--- src/rtl/ebg_pkg.sv ---
// ---------------------------------------------------------------------------
// ebg_pkg
// shared types, constants and the fixed block template for the EDID base
// block generator
// ---------------------------------------------------------------------------
package ebg_pkg;

   localparam int BYTE_W      = 8;
   localparam int WORD_W      = 64;
   localparam int BLOCK_WORDS = 16;
   localparam int BLOCK_BYTES = 128;
   localparam int WORD_IDX_W  = 4;
   localparam int BLOCK_ADDR_W = 7;
   localparam int DTD_BYTES   = 18;
   localparam int CSR_DATA_W  = 16;
   localparam int MM_W        = 11;

   localparam logic [WORD_IDX_W-1:0] LAST_WORD_INDEX = WORD_IDX_W'(BLOCK_WORDS - 1);

   // byte positions of the variable fields
   localparam int BYTE_MFG_HI   = 8;
   localparam int BYTE_MFG_LO   = 9;
   localparam int BYTE_PROD_LO  = 10;
   localparam int BYTE_PROD_HI  = 11;
   localparam int BYTE_SIZE_H   = 20;
   localparam int BYTE_SIZE_V   = 21;
   localparam int DTD_BASE      = 54;

   localparam logic [CSR_DATA_W-1:0] MANUFACTURER_ID_RESET = 16'h16C3;
   localparam logic [CSR_DATA_W-1:0] PRODUCT_CODE_RESET    = 16'h1234;

   // size in mm: (px * 2646 + 5000) / 10000, division by reciprocal
   localparam logic [23:0] MM_SCALE       = 24'd2646;
   localparam logic [23:0] MM_ROUND       = 24'd5000;
   localparam logic [47:0] MM_RECIP       = 48'd13743896;
   localparam int          MM_RECIP_SHIFT = 37;
   localparam logic [MM_W-1:0] WIDTH_MM_MIN  = 11'd160;
   localparam logic [MM_W-1:0] HEIGHT_MM_MIN = 11'd90;

   // mm / 10 by reciprocal
   localparam logic [21:0] DIV10_RECIP = 22'd1639;
   localparam int          DIV10_SHIFT = 14;

   localparam logic [BYTE_W-1:0] DTD_FLAGS_BASE = 8'h18;

   typedef enum logic [0:0] {
      CSR_MANUFACTURER_ID = 1'b0,
      CSR_PRODUCT_CODE    = 1'b1
   } csr_index_type;

   typedef struct packed {
      logic [15:0] pixel_rate_10k;
      logic [11:0] h_active;
      logic [12:0] h_sync_begin;
      logic [12:0] h_sync_finish;
      logic [12:0] h_period;
      logic [11:0] v_active;
      logic [12:0] v_sync_begin;
      logic [12:0] v_sync_finish;
      logic [12:0] v_period;
      logic        h_polarity_pos;
      logic        v_polarity_pos;
   } req_type;

   typedef struct packed {
      logic [63:0]           block_word;
      logic [WORD_IDX_W-1:0] word_index;
      logic                  last_word;
   } rsp_type;

   // timing values reduced to the descriptor's field widths
   typedef struct packed {
      logic [15:0] clk;
      logic [11:0] h_active;
      logic [11:0] v_active;
      logic [11:0] h_blank;
      logic [11:0] v_blank;
      logic [9:0]  h_offset;
      logic [9:0]  h_pulse;
      logic [5:0]  v_offset;
      logic [5:0]  v_pulse;
      logic        h_pol;
      logic        v_pol;
   } timing_type;

   // fixed bytes of the block, variable positions read as zero
   function automatic logic [BYTE_W-1:0] template_byte(input logic [BLOCK_ADDR_W-1:0] addr);
      logic [BYTE_W-1:0] b;
      b = 8'h00;
      case (addr)
         7'd1, 7'd2, 7'd3, 7'd4, 7'd5, 7'd6: b = 8'hFF;
         7'd12, 7'd17: b = 8'h01;
         7'd16: b = 8'h1A;
         7'd18: b = 8'h03;
         7'd19: b = 8'h80;
         7'd22: b = 8'h78;
         7'd23: b = 8'h0A;
         7'd24: b = 8'hEE;
         7'd25: b = 8'h95;
         7'd26: b = 8'hA3;
         7'd27: b = 8'h54;
         7'd28: b = 8'h4C;
         7'd29: b = 8'h99;
         7'd30: b = 8'h26;
         7'd31: b = 8'h0F;
         7'd75: b = 8'hFC;
         7'd77: b = 8'h45;
         7'd78: b = 8'h56;
         7'd79: b = 8'h44;
         7'd80: b = 8'h49;
         7'd81, 7'd89: b = 8'h20;
         7'd82: b = 8'h56;
         7'd83: b = 8'h69;
         7'd84: b = 8'h72;
         7'd85: b = 8'h74;
         7'd86: b = 8'h75;
         7'd87: b = 8'h61;
         7'd88: b = 8'h6C;
         7'd93: b = 8'hFF;
         7'd95: b = 8'h45;
         7'd96: b = 8'h56;
         7'd97, 7'd98, 7'd99, 7'd100, 7'd101: b = 8'h30;
         7'd102: b = 8'h31;
         7'd103: b = 8'h0A;
         7'd104, 7'd105, 7'd106, 7'd107: b = 8'h20;
         7'd111: b = 8'hFD;
         7'd113: b = 8'h18;
         7'd114: b = 8'h90;
         7'd115: b = 8'h0F;
         7'd116: b = 8'hFF;
         7'd117: b = 8'h3C;
         7'd118: b = 8'h01;
         7'd119: b = 8'h0A;
         7'd120, 7'd121, 7'd122, 7'd123, 7'd124, 7'd125: b = 8'h20;
         default: begin
            if (addr >= 7'd36 && addr <= 7'd53) b = 8'h01;
         end
      endcase
      return b;
   endfunction

endpackage

--- src/rtl/ebg_serializer.sv ---
// ---------------------------------------------------------------------------
// ebg_serializer
// holds one assembled block and sends it as sixteen words, one per cycle when
// not stalled, summing bytes on the way to fill in the last word's checksum
// ---------------------------------------------------------------------------
module ebg_serializer (
   input  logic clock,
   input  logic reset,
   input  logic load_valid,
   output logic load_ready,
   input  logic [ebg_pkg::BLOCK_WORDS-1:0][ebg_pkg::WORD_W-1:0] load_block,
   output logic rsp_valid,
   input  logic rsp_stall,
   output ebg_pkg::rsp_type rsp_data
);

   logic busy_ff, busy_in;
   logic [ebg_pkg::WORD_IDX_W-1:0] index_ff, index_in;
   logic [ebg_pkg::BLOCK_WORDS-1:0][ebg_pkg::WORD_W-1:0] block_ff, block_in;
   logic [ebg_pkg::BYTE_W-1:0] sum_ff, sum_in;

   logic [ebg_pkg::WORD_W-1:0] word;
   logic [ebg_pkg::BYTE_W-1:0] word_sum;
   logic [ebg_pkg::BYTE_W-1:0] checksum;
   logic last;
   logic send;
   logic load;

   assign word = block_ff[index_ff];
   assign last = (index_ff == ebg_pkg::LAST_WORD_INDEX);
   assign send = busy_ff && !rsp_stall;
   assign load_ready = !busy_ff || (send && last);
   assign load = load_valid && load_ready;

   always_comb begin
      word_sum = '0;
      for (int i = 0; i < ebg_pkg::WORD_W / ebg_pkg::BYTE_W; i++) begin
         word_sum = word_sum + word[ebg_pkg::BYTE_W*i +: ebg_pkg::BYTE_W];
      end
   end

   // the checksum byte of the block is stored as zero
   assign checksum = 8'd0 - (sum_ff + word_sum);

   always_comb begin
      busy_in  = busy_ff;
      index_in = index_ff;
      block_in = block_ff;
      sum_in   = sum_ff;
      if (load) begin
         busy_in  = 1'b1;
         index_in = '0;
         block_in = load_block;
         sum_in   = '0;
      end else if (send) begin
         if (last) busy_in = 1'b0;
         index_in = index_ff + 1'b1;
         sum_in   = sum_ff + word_sum;
      end
   end

   always_ff @(posedge clock) begin
      if (reset) begin
         busy_ff <= 1'b0;
      end else begin
         busy_ff <= busy_in;
      end
   end

   always_ff @(posedge clock) begin
      index_ff <= index_in;
      block_ff <= block_in;
      sum_ff   <= sum_in;
   end

   assign rsp_valid = busy_ff;
   assign rsp_data.block_word = last ?
      {checksum, word[ebg_pkg::WORD_W-ebg_pkg::BYTE_W-1:0]} : word;
   assign rsp_data.word_index = index_ff;
   assign rsp_data.last_word  = last;

endmodule

--- src/rtl/edid_base_block_generator.sv ---
// ---------------------------------------------------------------------------
// edid_base_block_generator
// builds the 128-byte EDID base block for one display timing and sends it
// as sixteen 64-bit words
//
//   port group   direction   transaction
//   req_*        in          one display timing, valid/stall
//   rsp_*        out         one block word with index and last flag, valid/stall
//   csr_*        in          register write, taken on csr_wr_en
//
// four register stages (input register, differences and scaling products,
// division to mm, clamp and descriptor packing) feed block assembly and the
// word serializer, which sets the rate: one word per cycle while rsp_stall is
// low. the first word is valid once a timing has passed stages 1 to 4 and been
// loaded into the serializer. reset clears stage valid bits and the serializer
// and loads the register reset values. rsp_stall holds the current word and
// backs up the stages; req_stall rises once stage 1 is full and cannot move on.
// ---------------------------------------------------------------------------
module edid_base_block_generator (
   input  logic clock,
   input  logic reset,
   input  logic req_valid,
   output logic req_stall,
   input  ebg_pkg::req_type req_data,
   output logic rsp_valid,
   input  logic rsp_stall,
   output ebg_pkg::rsp_type rsp_data,
   input  logic csr_wr_en,
   input  ebg_pkg::csr_index_type csr_index,
   input  logic [ebg_pkg::CSR_DATA_W-1:0] csr_wdata
);

   logic [ebg_pkg::CSR_DATA_W-1:0] mfg_id_ff, mfg_id_in;
   logic [ebg_pkg::CSR_DATA_W-1:0] prod_code_ff, prod_code_in;

   logic s1_valid_ff, s1_valid_in;
   logic s2_valid_ff, s2_valid_in;
   logic s3_valid_ff, s3_valid_in;
   logic s4_valid_ff, s4_valid_in;
   logic s1_en, s2_en, s3_en, s4_en;

   ebg_pkg::req_type    s1_req_ff, s1_req_in;
   ebg_pkg::timing_type s2_tim_ff, s2_tim_in;
   logic [23:0]         s2_h_prod_ff, s2_h_prod_in;
   logic [23:0]         s2_v_prod_ff, s2_v_prod_in;
   ebg_pkg::timing_type s3_tim_ff;
   logic [ebg_pkg::MM_W-1:0] s3_w_raw_ff, s3_w_raw_in;
   logic [ebg_pkg::MM_W-1:0] s3_h_raw_ff, s3_h_raw_in;
   logic [ebg_pkg::DTD_BYTES-1:0][ebg_pkg::BYTE_W-1:0] s4_dtd_ff, s4_dtd_in;
   logic [ebg_pkg::BYTE_W-1:0] s4_size_h_ff, s4_size_h_in;
   logic [ebg_pkg::BYTE_W-1:0] s4_size_v_ff, s4_size_v_in;

   logic [23:0] w_round, h_round;
   logic [47:0] w_quot, h_quot;
   logic [ebg_pkg::MM_W-1:0] w_mm, h_mm;
   logic [21:0] w_tenth, h_tenth;

   logic [ebg_pkg::BLOCK_BYTES-1:0][ebg_pkg::BYTE_W-1:0] block_bytes;
   logic ser_ready;

   // registers
   always_comb begin
      mfg_id_in    = mfg_id_ff;
      prod_code_in = prod_code_ff;
      if (csr_wr_en) begin
         case (csr_index)
            ebg_pkg::CSR_MANUFACTURER_ID: mfg_id_in    = csr_wdata;
            ebg_pkg::CSR_PRODUCT_CODE:    prod_code_in = csr_wdata;
            default: ;
         endcase
      end
   end

   always_ff @(posedge clock) begin
      if (reset) begin
         mfg_id_ff    <= ebg_pkg::MANUFACTURER_ID_RESET;
         prod_code_ff <= ebg_pkg::PRODUCT_CODE_RESET;
      end else begin
         mfg_id_ff    <= mfg_id_in;
         prod_code_ff <= prod_code_in;
      end
   end

   // stage enables
   assign s4_en = !s4_valid_ff || ser_ready;
   assign s3_en = !s3_valid_ff || s4_en;
   assign s2_en = !s2_valid_ff || s3_en;
   assign s1_en = !s1_valid_ff || s2_en;
   assign req_stall = !s1_en;

   assign s1_valid_in = s1_en ? req_valid   : s1_valid_ff;
   assign s2_valid_in = s2_en ? s1_valid_ff : s2_valid_ff;
   assign s3_valid_in = s3_en ? s2_valid_ff : s3_valid_ff;
   assign s4_valid_in = s4_en ? s3_valid_ff : s4_valid_ff;

   always_ff @(posedge clock) begin
      if (reset) begin
         s1_valid_ff <= 1'b0;
         s2_valid_ff <= 1'b0;
         s3_valid_ff <= 1'b0;
         s4_valid_ff <= 1'b0;
      end else begin
         s1_valid_ff <= s1_valid_in;
         s2_valid_ff <= s2_valid_in;
         s3_valid_ff <= s3_valid_in;
         s4_valid_ff <= s4_valid_in;
      end
   end

   // stage 1: input register
   assign s1_req_in = req_data;

   // stage 2: wrapped differences and scaling products
   always_comb begin
      s2_tim_in.clk      = s1_req_ff.pixel_rate_10k;
      s2_tim_in.h_active = s1_req_ff.h_active;
      s2_tim_in.v_active = s1_req_ff.v_active;
      s2_tim_in.h_blank  = s1_req_ff.h_period[11:0] - s1_req_ff.h_active;
      s2_tim_in.v_blank  = s1_req_ff.v_period[11:0] - s1_req_ff.v_active;
      s2_tim_in.h_offset = s1_req_ff.h_sync_begin[9:0] - s1_req_ff.h_active[9:0];
      s2_tim_in.h_pulse  = s1_req_ff.h_sync_finish[9:0] - s1_req_ff.h_sync_begin[9:0];
      s2_tim_in.v_offset = s1_req_ff.v_sync_begin[5:0] - s1_req_ff.v_active[5:0];
      s2_tim_in.v_pulse  = s1_req_ff.v_sync_finish[5:0] - s1_req_ff.v_sync_begin[5:0];
      s2_tim_in.h_pol    = s1_req_ff.h_polarity_pos;
      s2_tim_in.v_pol    = s1_req_ff.v_polarity_pos;
   end

   assign s2_h_prod_in = {12'd0, s1_req_ff.h_active} * ebg_pkg::MM_SCALE;
   assign s2_v_prod_in = {12'd0, s1_req_ff.v_active} * ebg_pkg::MM_SCALE;

   // stage 3: round and divide by 10000
   assign w_round = s2_h_prod_ff + ebg_pkg::MM_ROUND;
   assign h_round = s2_v_prod_ff + ebg_pkg::MM_ROUND;
   assign w_quot  = {24'd0, w_round} * ebg_pkg::MM_RECIP;
   assign h_quot  = {24'd0, h_round} * ebg_pkg::MM_RECIP;
   assign s3_w_raw_in = w_quot[ebg_pkg::MM_RECIP_SHIFT +: ebg_pkg::MM_W];
   assign s3_h_raw_in = h_quot[ebg_pkg::MM_RECIP_SHIFT +: ebg_pkg::MM_W];

   // stage 4: clamp, size bytes and descriptor packing
   assign w_mm = (s3_w_raw_ff < ebg_pkg::WIDTH_MM_MIN)  ? ebg_pkg::WIDTH_MM_MIN  : s3_w_raw_ff;
   assign h_mm = (s3_h_raw_ff < ebg_pkg::HEIGHT_MM_MIN) ? ebg_pkg::HEIGHT_MM_MIN : s3_h_raw_ff;
   assign w_tenth = {11'd0, w_mm} * ebg_pkg::DIV10_RECIP;
   assign h_tenth = {11'd0, h_mm} * ebg_pkg::DIV10_RECIP;
   assign s4_size_h_in = w_tenth[ebg_pkg::DIV10_SHIFT +: ebg_pkg::BYTE_W];
   assign s4_size_v_in = h_tenth[ebg_pkg::DIV10_SHIFT +: ebg_pkg::BYTE_W];

   always_comb begin
      s4_dtd_in[0]  = s3_tim_ff.clk[7:0];
      s4_dtd_in[1]  = s3_tim_ff.clk[15:8];
      s4_dtd_in[2]  = s3_tim_ff.h_active[7:0];
      s4_dtd_in[3]  = s3_tim_ff.h_blank[7:0];
      s4_dtd_in[4]  = {s3_tim_ff.h_active[11:8], s3_tim_ff.h_blank[11:8]};
      s4_dtd_in[5]  = s3_tim_ff.v_active[7:0];
      s4_dtd_in[6]  = s3_tim_ff.v_blank[7:0];
      s4_dtd_in[7]  = {s3_tim_ff.v_active[11:8], s3_tim_ff.v_blank[11:8]};
      s4_dtd_in[8]  = s3_tim_ff.h_offset[7:0];
      s4_dtd_in[9]  = s3_tim_ff.h_pulse[7:0];
      s4_dtd_in[10] = {s3_tim_ff.v_offset[3:0], s3_tim_ff.v_pulse[3:0]};
      s4_dtd_in[11] = {s3_tim_ff.h_offset[9:8], s3_tim_ff.h_pulse[9:8],
                       s3_tim_ff.v_offset[5:4], s3_tim_ff.v_pulse[5:4]};
      s4_dtd_in[12] = w_mm[7:0];
      s4_dtd_in[13] = h_mm[7:0];
      s4_dtd_in[14] = {1'b0, w_mm[10:8], 1'b0, h_mm[10:8]};
      s4_dtd_in[15] = 8'h00;
      s4_dtd_in[16] = 8'h00;
      s4_dtd_in[17] = ebg_pkg::DTD_FLAGS_BASE |
                      {5'd0, s3_tim_ff.v_pol, s3_tim_ff.h_pol, 1'b0};
   end

   always_ff @(posedge clock) begin
      if (s1_en) s1_req_ff <= s1_req_in;
      if (s2_en) begin
         s2_tim_ff    <= s2_tim_in;
         s2_h_prod_ff <= s2_h_prod_in;
         s2_v_prod_ff <= s2_v_prod_in;
      end
      if (s3_en) begin
         s3_tim_ff   <= s2_tim_ff;
         s3_w_raw_ff <= s3_w_raw_in;
         s3_h_raw_ff <= s3_h_raw_in;
      end
      if (s4_en) begin
         s4_dtd_ff    <= s4_dtd_in;
         s4_size_h_ff <= s4_size_h_in;
         s4_size_v_ff <= s4_size_v_in;
      end
   end

   // block assembly
   always_comb begin
      for (int i = 0; i < ebg_pkg::BLOCK_BYTES; i++) begin
         block_bytes[i] = ebg_pkg::template_byte(ebg_pkg::BLOCK_ADDR_W'(i));
      end
      block_bytes[ebg_pkg::BYTE_MFG_HI]  = mfg_id_ff[15:8];
      block_bytes[ebg_pkg::BYTE_MFG_LO]  = mfg_id_ff[7:0];
      block_bytes[ebg_pkg::BYTE_PROD_LO] = prod_code_ff[7:0];
      block_bytes[ebg_pkg::BYTE_PROD_HI] = prod_code_ff[15:8];
      block_bytes[ebg_pkg::BYTE_SIZE_H]  = s4_size_h_ff;
      block_bytes[ebg_pkg::BYTE_SIZE_V]  = s4_size_v_ff;
      for (int i = 0; i < ebg_pkg::DTD_BYTES; i++) begin
         block_bytes[ebg_pkg::DTD_BASE + i] = s4_dtd_ff[i];
      end
   end

   ebg_serializer u_serializer (
      .clock      (clock),
      .reset      (reset),
      .load_valid (s4_valid_ff),
      .load_ready (ser_ready),
      .load_block (block_bytes),
      .rsp_valid  (rsp_valid),
      .rsp_stall  (rsp_stall),
      .rsp_data   (rsp_data)
   );

endmodule
--- config.mk ---
export PLATFORM = sky130hd
export DESIGN_NAME = edid_base_block_generator
export DESIGN_NICKNAME = d
export VERILOG_FILES = /design/src/rtl/ebg_pkg.sv /design/src/rtl/ebg_serializer.sv /design/src/rtl/edid_base_block_generator.sv
export SDC_FILE = /design/constraint.sdc
export NUM_CORES = 2
export LEC_CHECK = 0
export CORE_MARGIN = 2
export CORE_UTILIZATION = 47
export CTS_BUF_LIST = sky130_fd_sc_hd__clkbuf_8
export DETAILED_ROUTE_END_ITERATION = 8
export DONT_BUFFER_PORTS = 1
export HOLD_SLACK_MARGIN = 0.08
export MAX_ROUTING_LAYER = met4
export PLACE_DENSITY_LB_ADDON = 0.15
export SLEW_MARGIN = 25
export SYNTH_ARGS = -nofsm -noshare
export SYNTH_HDL_FRONTEND = slang
export SYNTH_SLANG_ARGS = --single-unit
--- constraint.sdc ---
create_clock -name clock -period 8.3 [get_ports clock]
set_input_delay 0.415 -clock clock [delete_from_list [all_inputs] [get_ports clock]]
set_output_delay 0.415 -clock clock [all_outputs]
set_load 0.05 [all_outputs]
* Yosys cells after proc, flatten, opt, wreduce, memory -nomap -nowiden
Index checks and enable logic that the tools add are counted. W data, S select, Z words.
Operators by class: multipliers 6, eq/ne operators 1, add/sub/neg operators 18, reduce and logical (&&, ||, !) cells 20, order comparisons 3, bitwise gates (word level) 1, mux-type cells 8
Operators by type and width (count):
- $bmux W64 S4 | 1
- $mux W64 | 2
- $mul A24 B21 Y45 const B | 2
- $add A8 B8 Y8 | 8
- $add A24 B13 Y24 const B | 2
- $mul A12 B11 Y23 const B | 2
- $mul A11 B11 Y22 const B | 2
- $sub A12 B12 Y12 | 2
- $mux W11 | 2
- $sub A10 B10 Y10 | 2
- $sub A6 B6 Y6 | 2
- $lt A11 B7 Y1 const B | 1
- $lt A11 B8 Y1 const B | 1
- $sub A1 B8 Y8 const A | 1
- $logic_not A1 Y1 | 7
- $reduce_and A2 Y1 | 3
- $logic_or A1 B1 Y1 | 5
- $lt A4 B5 Y1 const B | 1
- $add A4 B1 Y4 const B | 1
- $eq A4 B4 Y1 const B | 1
- $reduce_bool A2 Y1 | 2
- $logic_and A1 B1 Y1 | 3
- $mux W1 | 3
- $not A1 Y1 | 1
Storage, ports and cells: output and inout bits 71, flip-flop bits (word level) 715, input port bits 142

* Logic depth before layout (Yosys ltp)
depth after elaboration 12, depth in mapped cells 30

* Cells and area by module
From an unflattened synthesis, not the netlist that was laid out.
Unflattened totals: cells, all modules 5178, area total of the unflattened synthesis 83742.8 µm²
Modules (own cells, without submodules):
- edid_base_block_generator | area each 43289.0 µm², sequential area each 15615.0 µm², instances 1, cells an instance 3511
- ebg_serializer | area each 40453.8 µm², sequential area each 31009.7 µm², instances 1, cells an instance 1667

* Worst setup path after synthesis
Ideal clock, no wire load.
path type flip-flop to output port, start register u_serializer.index_ff[3] (netlist name), end output req_stall, arrival 7.938 ns, path slack -0.053 ns, buffers on the path 2, stages on the path, launching flop included 9, cell sequence dfxtp_1 buf_2 clkbuf_1 nand3_1 o21a_1 nand3_1 nor2_1 nand2_1 inv_1
On the way: cells in the longest elaborated chain, start to end 8
RTL lines:
- start: declaration | RTL line ebg_serializer.sv:18 | logic [ebg_pkg::WORD_IDX_W-1:0] index_ff, index_in;
- start signal: assignment | RTL line ebg_serializer.sv:71 | index_ff <= index_in;
- $eq A4 B4 Y1 | RTL line ebg_serializer.sv:30 | assign last = (index_ff == ebg_pkg::LAST_WORD_INDEX);
- $logic_and A1 B1 Y1 | RTL line ebg_serializer.sv:32 | assign load_ready = !busy_ff || (send && last);
- $logic_or A1 B1 Y1 | RTL line ebg_serializer.sv:32
- $logic_or A1 B1 Y1 | RTL line edid_base_block_generator.sv:85 | assign s4_en = !s4_valid_ff || ser_ready;
- $logic_or A1 B1 Y1 | RTL line edid_base_block_generator.sv:86 | assign s3_en = !s3_valid_ff || s4_en;
- net s3_en | RTL line edid_base_block_generator.sv:40 | logic s1_en, s2_en, s3_en, s4_en;
- $logic_or A1 B1 Y1 | RTL line edid_base_block_generator.sv:87 | assign s2_en = !s2_valid_ff || s3_en;
- $logic_or A1 B1 Y1 | RTL line edid_base_block_generator.sv:88 | assign s1_en = !s1_valid_ff || s2_en;
- $logic_not A1 Y1 | RTL line edid_base_block_generator.sv:89 | assign req_stall = !s1_en;
- end: declaration | RTL line edid_base_block_generator.sv:23 | output logic req_stall,
The timed path passes the listed nets, and every way through them passes these cells.

* Final worst setup path
start register s2_h_prod_ff[3], end register s3_w_raw_ff[10] (netlist name), data pin
On the way: cells in the longest elaborated chain, start to end 2
RTL lines:
- start: declaration | RTL line edid_base_block_generator.sv:44 | logic [23:0] s2_h_prod_ff, s2_h_prod_in;
- start signal: assignment | RTL line edid_base_block_generator.sv:174 | s2_h_prod_ff <= s2_h_prod_in;
- $add A24 B13 Y24 | RTL line edid_base_block_generator.sv:132 | assign w_round = s2_h_prod_ff + ebg_pkg::MM_ROUND;
- $mul A24 B21 Y45 | RTL line edid_base_block_generator.sv:134 | assign w_quot = {24'd0, w_round} * ebg_pkg::MM_RECIP;
- net w_quot[47] | RTL line edid_base_block_generator.sv:54 | logic [47:0] w_quot, h_quot;
- end signal: assignment | RTL line edid_base_block_generator.sv:179 | s3_w_raw_ff <= s3_w_raw_in;
- end: declaration | RTL line edid_base_block_generator.sv:47 | logic [ebg_pkg::MM_W-1:0] s3_w_raw_ff, s3_w_raw_in;
The timed path passes the listed nets, and every way through them passes these cells. A chain may end at the register's enable or synchronous reset.

==> metrics.csv <==
stage;metric;value;unit
min_path;hold_path.class;in2reg;
synth;synth_area_leader_cell;edfxtp_1;
drt;final_antenna_net_count;0;
synth;synthArstFlopShare;0;
synth;syn_area;53100;um2
placed_design;place_hpwl;105000;um
floorplanning;fp.dieArea;116000;um2
floorplanning;core_region_area;112000;um2
setup_path;max_stage_delay;0.54;ns
synth;synth_nets;5801;
placed_design;postPlaceCellArea;55700;um2
sta;maxSlewHeadroom;0.265;
sta;finalClockSkew;0.0650;ns
setup_path;critPathMaxFanout;5;
clocking;clkLatencyLatePin;0.82;ns
drt;drc;0;
sta;fin_crit;7.95;ns
synth;synth.top_cell.area_share;0.375;
clocking;cts_tree;built;
floorplanning;io-pin-count;213;
global_route;antenna_found_initial;7;
global_route;grt_pass1_vias;33700;
drt;routed_via_density;5.13;
final_layout;drive_above_1_share;0.0724;
global_route;grt_max_degree;181;
synth;ys_seq_area_frac;0.394;
flow_run;max_cap_violations;0;
floorplanning;die_h;340;um
setup_path;cp.required;8.85;ns
global_route;globalRouteTotalUtil;0.236;
drt;avgRoutedWirePerCell;20.7;um
drt;wirelength;131000;um
setup_path;critPathSlowestCell;fa_1;
sta;worst_pin_slew;1.10;ns
final_layout;design_area;59600;um2
clocking;cts-root-buf;clkbuf_8;
synth;ys_warn_count;0;
drt;vias;32300;
outcome;outcome;complete, no violations;
sta;hold_violations;0;
clocking;htreeDepth;3;
synth;ys_ff_latch;713;
clocking;cts_buffers;118;
synth;avgSynthCellArea;12.1;um2
placed_design;gp_congestion;0.930;
setup_path;setup.worst_path.class;reg2reg;
floorplanning;rows;123;
global_route;grt_first_pass_wirelength;200000;um
drt;firstDrtPassIters;5;
sta;setup_violations;0;
clocking;cts_setup_buffers;0;
global_route;top_usage_layer;met2;
drt;drt_iter0_drc;2049;
final_layout;syn_to_final_growth;12.1;%
global_route;grt_overflow_total;0;
synth;synth_cells;4385;
clocking;clkSlewWorstSetupHoldPaths;0.07;ns
setup_path;cpMostUsedCell;fa_1;
placed_design;portBuffers;0;
clocking;cts_sinks;713;
synth;synth-main-ff-cell;edfxtp_1;
sta;fmax;126;MHz
floorplanning;initial_utilization;0.473;
floorplanning;die_x;340;um
sta;maxSlewViolCount;0;
synth;synth_area_leaders;edfxtp_1 38%, fa_1 20%, ha_1 18%;
setup_path;critPathCaptureType;flop;
setup_path;startpoint_type;flop;
sta;fin_crit_sh;0.958;
synth;synth_cell_types;86;
final_layout;fin_nets;6107;
synth;synth_edf_count;664;
clocking;clock_path_buffers;3;
global_route;grt_util_met3;0.0359;
global_route;grt_util_met2;0.357;
setup_path;critPathArrivalTime;8.51;ns
global_route;met1_usage;0.332;
cells by family (layout without fill, tap and decap cells):
kind of cell,count (synthesis),in the layout,synth area share
simple gates,611,611,0.0537
buf+inv,973,1383,0.0692
flops,713,713,0.394
compound gates,575,575,0.0687
mux,16,16,0.00308
fa+ha+maj,1274,1274,0.374
other cells,0,3,0
xor+xnor,223,223,0.0376
state kept, by name, summed over array words and instances, names as in the netlist, 8 cells and up:
| register | flops |
|---|---|
| block_bytes | 120 |
| mfg_id_ff | 16 |
| prod_code_ff | 16 |
| s1_req_ff | 98 |
| s2_h_prod_ff | 22 |
| s2_tim_ff | 98 |
| s2_v_prod_ff | 22 |
| s3_h_raw_ff | 11 |
| s3_tim_ff | 98 |
| s3_w_raw_ff | 11 |
| s4_size_h_ff | 8 |
| s4_size_v_ff | 8 |
| u_serializer.block_ff | 168 |
| u_serializer.sum_ff | 8 |
metal layers:
metal | routed length, um | share of wire | up-vias
li1 | - | - | 15400
met5 | 0 | 0 | -
met1 | 60800 | 0.47 | 15900
met3 | 7230 | 0.055 | 192
met4 | 3660 | 0.028 | 0
met2 | 59000 | 0.45 | 821
critical path, delay by kind of cell (launching register included):
kind            cells  cell delay, ns
buf+inv             5            0.70
xor+xnor            1            0.31
flops               1            0.41
simple gates        6            0.93
fa+ha+maj           8            3.25
mux                 1            0.20
compound gates      8            1.91
through the flow:
stage	hold slack, ns	worst slack, ns	setup TNS (ns)	util	std cells
floorplan	0.400	0.690	0	-	4385
global route	0.158	-0.0352	-0.0352	0.530	6298
finish	0.222	0.346	0	0.530	6298
CTS	0.124	0.172	0	0.529	6295
detailed placement	0.405	0.223	0	0.496	5945
global placement	0.401	0.268	0	0.496	5945
timing repair:
| action | 4_1_cts | 5_1_grt |
|---|---|---|
| endpoints found under the setup margin | 0 | 13 |
| endpoints found under the hold margin | 146 | 0 |
| resized for setup | 0 | 21 |
| hold buffers | 126 | 0 |
synthesized netlist by cell type (21+ instances only):
| cell type | instances |
|---|---|
| a21o_1 | 59 |
| a21oi_1 | 175 |
| and3_1 | 21 |
| clkbuf_1 | 44 |
| dfxtp_1 | 49 |
| edfxtp_1 | 664 |
| fa_1 | 525 |
| ha_1 | 749 |
| inv_1 | 906 |
| nand2_1 | 227 |
| nand2b_1 | 35 |
| nand3_1 | 37 |
| nor2_1 | 163 |
| nor2b_1 | 25 |
| o21a_1 | 24 |
| o21ai_0 | 124 |
| xnor2_1 | 155 |
| xor2_1 | 63 |
path summary, 6_finish.rpt:
check,endpoint,slack [ns],from,depth (start not counted)
setup reg to reg,s3_w_raw_ff[10]$_DFFE_PP_,0.35,s2_h_prod_ff[3]$_DFFE_PP_,29
setup / recovery,s3_w_raw_ff[10]$_DFFE_PP_,0.35,s2_h_prod_ff[3]$_DFFE_PP_,29
hold / removal,u_serializer.index_ff[1]$_SDFFE_PP0P_,0.22,rsp_stall,3
hold reg to reg,u_serializer.block_ff[501]$_DFFE_PP_,0.40,block_bytes[501]$_DFFE_PP_,0
placed cells by master (no fill, tap or decap), types with 9 or more instances in the layout:
cell,n
a211oi_1,15
a21boi_0,10
a21boi_1,12
a21o_1,59
a21oi_1,172
a31oi_1,16
and2_1,19
and3_1,21
buf_4,117
bufinv_16,9
clkbuf_8,121
clkinv_1,28
clkinv_2,21
dfxtp_1,45
dlygate4sd3_1,125
edfxtp_1,664
fa_1,525
ha_1,747
inv_1,940
mux2i_1,13
nand2_1,225
nand2b_1,35
nand3_1,36
nand3b_1,13
nand4_1,11
nor2_1,162
nor2b_1,24
nor3_1,19
o211ai_1,15
o21a_1,24
o21ai_0,116
o21ai_1,25
o221ai_1,9
or3_1,11
xnor2_1,151
xor2_1,63
cell type report:
type / count / area, um2
diodes: 3 / 7.51
inverters: 914 / 3440
multi-input cells: 2699 / 28700
clock inverters: 103 / 747
fillers: 9806 / 52800
flip-flops and latches: 713 / 20900
well taps: 1500 / 1880
repair buffers: 245 / 2180
clock buffers: 121 / 1670
Power is left out: the tool's default activity adds up to more than one toggle a clock period on the data nets, which glitch-free logic cannot reach.
